### config.mk
export PLATFORM = sky130hd
export DESIGN_NAME = tbvp_isqrt
export DESIGN_NICKNAME = d
export VERILOG_FILES = /design/src/tbvp_isqrt.sv
export SDC_FILE = /design/constraint.sdc
export NUM_CORES = 2
export LEC_CHECK = 0
export ABC_AREA = 1
export BUFFER_PORTS_ARGS = -buffer_cell sky130_fd_sc_hd__buf_2
export CAP_MARGIN = 10
export CELL_PAD_IN_SITES_DETAIL_PLACEMENT = 0
export CELL_PAD_IN_SITES_GLOBAL_PLACEMENT = 1
export CORE_MARGIN = 4
export CORE_UTILIZATION = 46
export DETAILED_ROUTE_END_ITERATION = 10
export HOLD_SLACK_MARGIN = 0.06
export MAX_ROUTING_LAYER = met4
export PLACE_DENSITY_LB_ADDON = 0.2
export SLEW_MARGIN = 10
export SYNTH_ARGS = -nofsm -noshare
export SYNTH_HDL_FRONTEND = slang
export SYNTH_SLANG_ARGS = --single-unit
### constraint.sdc
create_clock -name clk -period 2.1 [get_ports clk]
set_input_delay 0 -clock clk [delete_from_list [all_inputs] [get_ports clk]]
set_output_delay 0 -clock clk [all_outputs]
set_load 0.1 [all_outputs]
### src/tbvp_isqrt.sv
// Pipelined integer square root, one result bit per stage.
// Standalone; carries a 48-bit tag alongside each radicand.
module tbvp_isqrt (
	input  logic               clk,
	input  logic               arst_n,
	input  logic               en,
	input  logic               in_valid,
	input  logic [61:0]        radicand,
	input  logic [47:0]        tag_in,
	output logic               out_valid,
	output logic [30:0]        root,
	output logic [47:0]        tag_out
);
	// 31 root bits; one restoring step per stage
	localparam int N = 31;
	logic [63:0] rem_q  [N+1];
	logic [30:0] rt_q   [N+1];
	logic [47:0] tag_q  [N+1];
	logic        vld_q  [N+1];

	always_comb begin
		rem_q[0] = {2'b00, radicand};
		rt_q[0]  = '0;
		tag_q[0] = tag_in;
		vld_q[0] = in_valid;
	end

	for (genvar s = 0; s < N; s++) begin : g_st
		logic [63:0] rem_r;
		logic [30:0] rt_r;
		logic [47:0] tag_r;
		logic        vld_r;
		logic [33:0] trial;
		logic [33:0] part;
		always_comb begin
			part  = 34'(rem_q[s] >> (2*(N-1-s)));
			trial = {1'b0, rt_q[s], 2'b01};
		end
		always_ff @(posedge clk or negedge arst_n) begin
			if (!arst_n) begin
				vld_r <= 1'b0;
			end else if (en) begin
				vld_r <= vld_q[s];
			end
		end
		always_ff @(posedge clk) begin
			if (en) begin
				tag_r <= tag_q[s];
				if (part >= trial) begin
					rem_r <= rem_q[s] - (64'(trial) << (2*(N-1-s)));
					rt_r  <= {rt_q[s][29:0], 1'b1};
				end else begin
					rem_r <= rem_q[s];
					rt_r  <= {rt_q[s][29:0], 1'b0};
				end
			end
		end
		always_comb begin
			rem_q[s+1] = rem_r;
			rt_q[s+1]  = rt_r;
			tag_q[s+1] = tag_r;
			vld_q[s+1] = vld_r;
		end
	end

	assign out_valid = vld_q[N];
	assign root      = rt_q[N];
	assign tag_out   = tag_q[N];
endmodule

==> impl_results.md <==
- Most common cell after layout, fill and taps aside: edfxtp_1
- Hold Crit Start: en
- Initial Util: 46.27%
- Setup TNS: -82.00 ns
- Synth Area in Adders: 4.007%
- Setup violators final: 627
- RR Endpoint: g_st[12].rt_r[0]
- Num CTS Buffers: 381
- CP max FO: 7
- Port buffer count: 193
- Top sig layer: met4
- Sequential power share: 42.9%
- DIE HEIGHT: 603.8 µm
- Full die area: 364600 µm²
- Comb power frac: 26.5%
- Average routed wire per standard cell: 17.81 µm
- Hold EP: g_st[16].rem_r[25]
- Cell variety after synth: 49
- CP peak stage delay: 0.48 ns
- Fmax: 0.4242 GHz
- DR vias: 115200
- GP Congestion: 0.9378
- Number of synthesized register bits: 3694
- Crit path capture type: flop
- Slew HR: 62.98%
- Clock transition at path regs: 0.06 ns
- Final period util: 112.3%
- Final Skew: 0.07304 ns
- Initial antenna violation count: 5
- Total core area: 353000 µm²
- M1 WL: 196300 µm
- Failing checks: setup timing
- Met3 Routed Length: 15970 µm
- Internal power: 153.9 mW
- Sequential-to-total area share from yosys stat: 67.83%
- Synthesized Nets: 15570
- Overflow after GRT: 0
- WL met2: 204500 µm
- Status: finished with violations
- Final Hold Fails: 0
- Count of max-cap constraint violations: 0
- Reg2Reg Depth: 11
- Net Switching: 65.02 mW
- Max Slew Vio Count: 0
- Critical Path AT: 3.05 ns
- Antenna-violating nets left: 0
- Post-synthesis simple-gate area fraction: 17.45%
- Fin nets: 19650
- Post-DP Area: 190300 µm²
- Xor/xnor share of the synthesized area: 1.807%
- Largest family of logic cells by synthesized area: simple AND/OR/NAND/NOR gates
- Crit-path cells: inv_2 > ha_4 > a21oi_4 > nor2_1 > nor2_1 > nand2_2 > nand2_2 > nand3b_4 > nor2_4 > clkinvlp_4 > buf_4
- Leakage: 99.04 nW
- Layout cells sized above 1: 36.60%
- Site Rows: 218
- Global-route wire length before repair: 642300 µm
- Detail Placement HPWL: 305500 µm
- Min Clock Period, post-route: 2.358 ns
- Area Growth Syn to Fin: 39.70%
- Via/cell ratio: 4.790
- Largest net degree at the start of global routing: 84
- Tot GR Track Use: 23.26%
- Reg2reg setup slack: -0.26 ns
- Clock Latency Late Sink: 0.95 ns
- Crit path buf inv count: 3
- H-tree levels: 5
- Crit path from: g_st[11].rt_r[3]
- CP Data Required Time: 2.80 ns
- Worst setup SP type: flop
- Area of the mapped netlist: 163300 µm²
- Clk buf depth: 4
- Clock sink count: 3694
- Worst slack at placement: -0.5928 ns
- Detailed Route WL: 428400 µm
- Sw Ratio: 29.70%
- TritonCTS clock tree: built
- First-pass iteration count of the detailed router: 5
- Slowest CP cell: edfxtp_1
- HP Class: input pin to flop
- PwrDens: 959.8 nW/µm²
- Mux contribution to synthesized area: 0.006896%
- Worst-margin pin slew: 0.5511 ns
- Hold path depth: 3
- Clock share of power: 30.6%
- Peak VDD IR: 0.8885 mV
- Io pins: 194
- RSZ-0062 raised after global routing: yes
- Gate Count Post-Synth: 14930
- Most frequent cells in the layout: 3663 x edfxtp_1, 3424 x nand2_1, 3027 x buf_4, 2123 x inv_1, 866 x nand2_2
- Design Area, Final: 228100 µm²
- DRC Markers: 0
- Final-layout fill cell count: 27740
- Ys Warns: 0
- CTS root buffer: clkbuf_16
- Post-synthesis area per instance: 10.94 µm²
- Vias in the first global route: 111500
- Worst setup path class: flop to flop
- Final worst slack: -0.2575 ns
- Initial drt markers: 7791
- Compound-cell area share of the yosys netlist: 2.771%
- Critical path's top delay family: simple AND/OR/NAND/NOR gates
- Worst R2R Start: g_st[11].rt_r[3]
- Die width: 603.8 µm
what timing repair did:
| item | 4_1_cts | 5_1_grt |
|---|---|---|
| pin swaps | 495 | 788 |
| hold buffers | 231 | 0 |
| setup endpoints to repair | 693 | 759 |
| resized for setup | 1797 | 2259 |
| gates cloned | 41 | 25 |
| buffers inserted | 402 | 349 |
| hold endpoints to repair | 3542 | 0 |
through the flow:
step	utilization (%)	instances	power, mW	hold slack (ns)
finish	64.63	24060	219.0	0.2485
global placement	53.93	22380	138.7	0.07987
CTS	61.47	23730	213.0	0.1566
detailed placement	53.93	22380	138.9	0.07805
floorplan	-	14930	115.4	-0.2956
global route	64.63	24060	230.0	0.1963
area by class of cell:
class,count,area [µm²],share of cell area [%]
inverters,2446,9360,4.103
well taps,4730,5918,2.594
multi-input cells,8677,57540,25.22
clock inverters,251,2636,1.156
diodes,3,7.507,0.003291
repair buffers,3810,32010,14.03
flip-flops and latches,3694,110800,48.56
repair inverters,4,62.56,0.02742
clock buffers,446,9821,4.305
synthesized netlist by cell type (all sizes together):
cell / number / area (µm²)
o211ai: 3 / 22.52
a211oi: 2 / 15.01
dfrtp: 31 / 775.7
nand3: 696 / 3536
nand3b: 124 / 934.7
and3b: 1 / 8.760
clkbuf: 15 / 61.31
o21ai: 304 / 1533
ha: 523 / 6544
a31oi: 5 / 31.28
a21o: 10 / 75.07
inv: 2446 / 9181
nand2: 4715 / 17750
nor3b: 5 / 37.54
and2: 40 / 250.2
nor2: 1012 / 3904
buf: 99 / 749.5
xor2: 234 / 2049
a21boi: 6 / 45.04
o21a: 6 / 45.04
nor4: 20 / 125.1
xnor2: 103 / 902.1
a21oi: 494 / 2506
o21bai: 32 / 244.0
nor3: 136 / 700.7
conb: 1 / 3.750
nand4: 155 / 969.7
or2: 28 / 175.2
mux2: 1 / 11.26
o311ai: 1 / 8.760
and3: 16 / 100.1
nand2b: 2 / 12.51
edfxtp: 3663 / 110000
worst reg2reg max path, stage by stage (launching register included):
cell	delay, ns
edfxtp_1	0.48
inv_2	0.13
ha_4	0.22
a21oi_4	0.13
nor2_1	0.05
nor2_1	0.14
nand2_2	0.08
nand2_2	0.09
nand3b_4	0.10
nor2_4	0.24
clkinvlp_4	0.27
buf_4	0.20
logic make-up (layout without fill, tap and decap cells):
group           after synthesis  after routing
other cells                   1              4
compound gates              863            863
buf+inv                    2560           6957
mux                           1              1
xor+xnor                    337            337
simple gates               6950           6952
flops                      3694           3694
fa+ha+maj                   523            523
worst max path at each step:
stage / endpoint / cells after the start
after floorplan: g_st[13].rem_r[46] / 12
after global placement: g_st[16].rem_r[35] / 10
after global routing: g_st[26].rem_r[30] / 15
final: g_st[12].rt_r[0] / 11
after CTS: g_st[26].rem_r[30] / 15
after detailed placement: g_st[16].rem_r[35] / 10
sequential cells by signal, indices dropped and copies added, names as in the netlist:
signal      cells
g_st.rem_r   1679
g_st.rt_r     465
g_st.tag_r   1440
g_st.vld_r     30
out_valid       1
root           31
tag_out        48
per-layer routing:
| layer | GRT usage (%) | vias to the layer above |
|---|---|---|
| met4 | 5.851 | 0 |
| met3 | 2.023 | 658 |
| met2 | 37.38 | 2085 |
| met1 | 32.22 | 54910 |
| li1 | - | 57600 |
| met5 | - | - |
power by group through the flow:
| stage | Sequential (mW) | Combinational, mW | Clock (mW) |
|---|---|---|---|
| global placement | 94.7 | 44.0 | 0 |
| floorplan | 93.4 | 21.9 | 0 |
| finish | 93.9 | 58.1 | 66.9 |
| global route | 94.5 | 63.5 | 72.1 |
| CTS | 93.7 | 50.5 | 68.8 |
| detailed placement | 94.8 | 44.1 | 0 |
No activity file was read; power rests on OpenSTA's default activity.
