## src/tbvp_pkg.sv

```systemverilog
// Shared types, constants and helper functions for the tilt box vertex projector.
// No dependencies.
package tbvp_pkg;

	localparam int CordicStages = 16;
	localparam int AngPi        = 25736;
	localparam int AngHalfPi    = 12868;
	localparam int InvGainQ14   = 9949;

	// Register indexes of the configuration port
	localparam logic [2:0] REG_CENTER_X       = 3'd0;
	localparam logic [2:0] REG_CENTER_Y       = 3'd1;
	localparam logic [2:0] REG_SCALE          = 3'd2;
	localparam logic [2:0] REG_HALF_LENGTH    = 3'd3;
	localparam logic [2:0] REG_HALF_WIDTH     = 3'd4;
	localparam logic [2:0] REG_HALF_THICKNESS = 3'd5;

	// Vectoring datapath width: operands up to about 2^31 grow by the CORDIC gain
	localparam int VecW = 36;
	// Rotating datapath width: 9949*2^16 grows by the gain
	localparam int RotW = 32;
	localparam int AngW = 17;

	function automatic logic signed [AngW-1:0] atan_tab(input int i);
		case (i)
			0:  atan_tab = 17'sd6434;
			1:  atan_tab = 17'sd3798;
			2:  atan_tab = 17'sd2007;
			3:  atan_tab = 17'sd1019;
			4:  atan_tab = 17'sd511;
			5:  atan_tab = 17'sd256;
			6:  atan_tab = 17'sd128;
			7:  atan_tab = 17'sd64;
			8:  atan_tab = 17'sd32;
			9:  atan_tab = 17'sd16;
			10: atan_tab = 17'sd8;
			11: atan_tab = 17'sd4;
			12: atan_tab = 17'sd2;
			13: atan_tab = 17'sd1;
			default: atan_tab = 17'sd0;
		endcase
	endfunction

	typedef struct packed {
		logic [9:0]  center_x;
		logic [9:0]  center_y;
		logic [7:0]  scale;
		logic [14:0] half_length;
		logic [14:0] half_width;
		logic [14:0] half_thickness;
	} cfg_t;

	// Pitch/roll sin and cos, Q1.14
	typedef struct packed {
		logic signed [15:0] sp;
		logic signed [15:0] cp;
		logic signed [15:0] sr;
		logic signed [15:0] cr;
	} trig_t;

endpackage

```

## src/tbvp_rot_cordic.sv

```systemverilog
// Pipelined rotating CORDIC: sin and cos of a Q3.13 angle, Q1.14 out.
// Depends on tbvp_pkg.
module tbvp_rot_cordic (
	input  logic                             clk,
	input  logic                             en,
	input  logic signed [tbvp_pkg::AngW-1:0] ang,
	output logic signed [15:0]               sin_o,
	output logic signed [15:0]               cos_o
);
	localparam int W  = tbvp_pkg::RotW;
	localparam int AW = tbvp_pkg::AngW;
	localparam int N  = tbvp_pkg::CordicStages;

	logic signed [W-1:0]  x_q [N+1];
	logic signed [W-1:0]  y_q [N+1];
	logic signed [AW-1:0] a_q [N+1];
	logic                 n_q [N+1];
	logic signed [W-1:0]  xr, yr;
	logic signed [15:0]   cx, sy;

	// Fold into +-pi/2
	always_ff @(posedge clk) begin
		if (en) begin
			x_q[0] <= W'(tbvp_pkg::InvGainQ14 * 65536);
			y_q[0] <= '0;
			if (ang > AW'(tbvp_pkg::AngHalfPi)) begin
				a_q[0] <= ang - AW'(tbvp_pkg::AngPi);
				n_q[0] <= 1'b1;
			end else if (ang < -AW'(tbvp_pkg::AngHalfPi)) begin
				a_q[0] <= ang + AW'(tbvp_pkg::AngPi);
				n_q[0] <= 1'b1;
			end else begin
				a_q[0] <= ang;
				n_q[0] <= 1'b0;
			end
		end
	end

	for (genvar i = 0; i < N; i++) begin : g_st
		always_ff @(posedge clk) begin
			if (en) begin
				n_q[i+1] <= n_q[i];
				if (a_q[i] >= 0) begin
					x_q[i+1] <= x_q[i] - (y_q[i] >>> i);
					y_q[i+1] <= y_q[i] + (x_q[i] >>> i);
					a_q[i+1] <= a_q[i] - tbvp_pkg::atan_tab(i);
				end else begin
					x_q[i+1] <= x_q[i] + (y_q[i] >>> i);
					y_q[i+1] <= y_q[i] - (x_q[i] >>> i);
					a_q[i+1] <= a_q[i] + tbvp_pkg::atan_tab(i);
				end
			end
		end
	end

	always_comb begin
		xr = (x_q[N] + W'(32768)) >>> 16;
		yr = (y_q[N] + W'(32768)) >>> 16;
		cx = n_q[N] ? -16'(xr) : 16'(xr);
		sy = n_q[N] ? -16'(yr) : 16'(yr);
	end

	always_ff @(posedge clk) begin
		if (en) begin
			cos_o <= (cx > 16'sd16384) ? 16'sd16384 : (cx < -16'sd16384 ? -16'sd16384 : cx);
			sin_o <= (sy > 16'sd16384) ? 16'sd16384 : (sy < -16'sd16384 ? -16'sd16384 : sy);
		end
	end
endmodule

```

## config.mk

```make
export PLATFORM = sky130hd
export DESIGN_NAME = tbvp_rot_cordic
export DESIGN_NICKNAME = d
export VERILOG_FILES = /design/src/tbvp_pkg.sv /design/src/tbvp_rot_cordic.sv
export SDC_FILE = /design/constraint.sdc
export NUM_CORES = 2
export LEC_CHECK = 0
export BUFFER_PORTS_ARGS = -buffer_cell sky130_fd_sc_hd__buf_2
export CORE_UTILIZATION = 47
export CTS_CLUSTER_DIAMETER = 50
export CTS_CLUSTER_SIZE = 40
export DETAILED_ROUTE_END_ITERATION = 10
export GPL_ROUTABILITY_DRIVEN = 0
export GPL_TIMING_DRIVEN = 0
export SLEW_MARGIN = 0
export SYNTH_ARGS = -nofsm -noshare
export SYNTH_HDL_FRONTEND = slang
export SYNTH_SLANG_ARGS = --single-unit
```

## constraint.sdc

```tcl
create_clock -name clk -period 7 [get_ports clk]
set_input_delay 0 -clock clk [delete_from_list [all_inputs] [get_ports clk]]
set_output_delay 0 -clock clk [all_outputs]
set_load 0.005 [all_outputs]
```

==> summary.txt <==
Outcome
  • Status: complete, no violations

Die
  • Die area: 190000 um^2
  • Row count: 158
  • Die height: 436 um
  • IO Pins: 51
  • Die width: 436 um
  • Core ar.: 186000 um^2
  • Initial Utilization: 0.475

Critical path
  • Critical Path End: x_q[10][30]
  • Kind of critical path: in -> reg
  • Critical Path End Type: flip-flop
  • Crit path launch type: input port
  • FF-to-FF Start: a_q[11][16]
  • Required time worst endpoint: 7510 ps
  • Worst R2R End: x_q[12][29]
  • Worst setup startpoint: en
  • Worst r2r path cells: 17
  • Data arrival, critical path: 7170 ps
  • Worst-path fanout max: 21
  • R2r setup slk: 810 ps

Synth
  • Area share of and/or/nand/nor cells after synthesis: 0.125
  • Largest family of logic cells by synthesized area: compound AO/OA/AOI/OAI gates
  • Synth Net Count: 10000
  • Count leader, synth: edfxtp_1
  • Share of the synthesized area in the top cell type: 0.377
  • Sequential area share after synthesis: 0.377
  • Mux share of post-synthesis cell area: 0.00960
  • Synth warn: 0
  • Adder-Cell Fraction of Synth Area: 0.148
  • Mapped Cells: 8957
  • Top FF cell, synth: edfxtp_1
  • Avg Inst Size Synth: 9.89 um^2
  • Yosys reg bits: 1113
  • Top post-synthesis cells by area: edfxtp_1 38%, ha_1 14%, xnor2_1 9.5%
  • Cell variety after synth: 94
  • Post-synth design cell area: 88600 um^2
  • Share of flip-flops with an asynchronous set or reset: 0
  • Synth Area in XOR/XNOR: 0.141
  • Most instantiated cells after synthesis: 1113 x edfxtp_1, 980 x ha_1, 957 x xnor2_1, 838 x a21oi_1, 754 x nor2_1
  • Compound-Gate Fraction of Synth Area: 0.175
  • Largest area contributor in the netlist: edfxtp_1
  • EDFF count, synth: 1113

Placement
  • Hpwl dp: 184000 um
  • Placed instance area: 92300 um^2
  • # placed instances: 11500
  • IO Port Bufs: 50

CTS
  • Post-CTS Setup Inserts: 0
  • Total CTS buffers: 141
  • CTS root buffer: clkbuf_16
  • H-tree depth: 4
  • Sink Count: 1113
  • Clk_lat worst skew: 810 ps
  • CTS max path bufs: 3
  • Clock slew seen by the registers of the worst setup and hold paths: 60 ps
  • CTS tree: yes

Global routing
  • GRT overflow: 0
  • Gr usage total: 0.236
  • Global-route wire length before repair: 358000 um
  • Largest net degree at the start of global routing: 68
  • Vias in the first global route: 65500
  • Initial antenna violation count: 3

Worst hold path
  • Worst hold-check path type: in -> reg

Flow run
  • Max_cap viols: 0

Cells and area
  • Post-route cell area: 97600 um^2
  • Area of the multi-input gates: 53000 um^2
  • Filler cells: 16600
  • Final net count: 10200
  • Synthesis-to-layout area growth: 10.1%
  • Sequential Area: 33400 um^2
  • Post-route insts no fill: 11800
  • Share of cells above drive strength 1: 0.0510

Routing
  • WL final: 228000 um
  • Routed vias/inst: 5.72
  • # DRC: 0
  • Antenna viol nets, final: 0
  • DR pass1 iterations: 6
  • Wire length per cell: 19.3 um
  • Routed via count: 67400
  • Detailed Route Iter0 Violations: 4457

STA
  • Worst-Margin Slew: 1360 ps
  • RSZ-0062 raised after global routing: false
  • Max-slew violation count: 0
  • Setup Skew: 45.4 ps
  • Final Hold Viols: 0
  • Tmin final: 6660 ps
  • Worst slew margin: 0.0909
  • Final setup vio count: 0
  • Fin crit share: 0.952
  • Fmax: 150 MHz
==> how the worst min path moves through the flow <==
| stage | cells after the start | to | start | slack [ps] |
|---|---|---|---|---|
| after floorplan | 0 | a_q[0][0] | ang[0] | 100 |
| after global placement | 1 | a_q[0][0] | ang[0] | 240 |
| after detailed placement | 1 | a_q[0][0] | ang[0] | 240 |
| after CTS | 3 | a_q[0][11] | ang[11] | 90 |
| after global routing | 3 | a_q[0][11] | ang[11] | 140 |
| final | 3 | a_q[0][11] | ang[11] | 140 |
==> cell usage in the layout, fill, tap and decap left out, drive strengths merged, types with 21 or more instances in the layout <==
cell / count
and3: 63
inv: 459
nand2b: 134
nand4: 37
nand3: 164
nand2: 488
mux2: 32
fa: 44
clkbuf: 269
or2: 41
ha: 980
a31oi: 58
o21ai: 442
clkinv: 49
a2111oi: 23
a21boi: 54
o41ai: 47
nor2b: 118
nor2: 760
buf: 101
o211ai: 32
xor2: 467
o21a: 134
nor3: 211
a211oi: 52
and2: 46
o31ai: 87
o2111ai: 25
a21oi: 838
or3: 82
edfxtp: 1113
nor4: 59
dlygate4sd3: 28
mux2i: 49
a21o: 344
o31a: 25
nor3b: 21
o21bai: 115
xnor2: 957
==> cell type report <==
type,count,share of cell area
inverter,422,0.0162
antenna,1,0.0000256
tap,2480,0.0318
clock buffer,151,0.0376
clock inverter,110,0.0134
buffer,157,0.00685
multi-input combinational,7264,0.543
sequential,1113,0.342
timing repair buffer,90,0.00854
==> stage by stage <==
step / util / TNS [ps] / hold slack (ps) / setup slack, ps
after CTS: 0.523 / 0 / 86.5 / 58.2
after floorplan: - / 0 / 98.9 / 1980
after global routing: 0.523 / 0 / 137 / 30.1
final: 0.523 / 0 / 140 / 338
after detailed placement: 0.495 / -92900 / 243 / -1380
after global placement: 0.493 / -1532730 / 240 / -3490
==> kinds of logic (layout without fill, tap and decap cells) <==
group           count (synthesis)  count (layout)
compound gates               2438            2438
xor+xnor                     1424            1424
fa+ha+maj                    1024            1024
buf+inv                       580             930
flops                        1113            1113
mux                            81              81
other cells                     0               1
simple gates                 2297            2297
==> critical path, stage by stage <==
cell and delay (ps):
dlygate4sd3_1 540, buf_4 250, clkbuf_2 670, and2_1 590, clkbuf_1 400, clkinv_1 430, clkbuf_2 550, o21ai_0 720
fa_1 340, a21o_1 150, a21boi_0 110, o31ai_1 500, o221ai_1 320, nor2_1 350, o211ai_1 180, a31oi_1 290
a21oi_1 120, nor2b_1 240, o21a_1 170, o211ai_1 170
==> flip-flops by register name, summed over array words and instances (netlist names) <==
signal,cells
a_q,240
cos_o,16
n_q,17
sin_o,16
x_q,407
y_q,417
==> timing repair <==
item,CTS,global route
hold buffers,28,0
pin swaps,0,0
setup endpoints to repair,23,7
gates resized for setup,1,4
endpoints found under the hold margin,65,0
==> metal layers <==
metal | up-vias | routed length, um | global-route usage
met3 | 402 | 10300 | 0.0301
met2 | 1600 | 109000 | 0.405
li1 | 33400 | - | -
met5 | - | 0 | 0
met4 | 0 | 9190 | 0.0940
met1 | 32000 | 99400 | 0.298
Power is not shown: default switching activity piles up to over one toggle a cycle in this logic, so the estimate is an artifact.
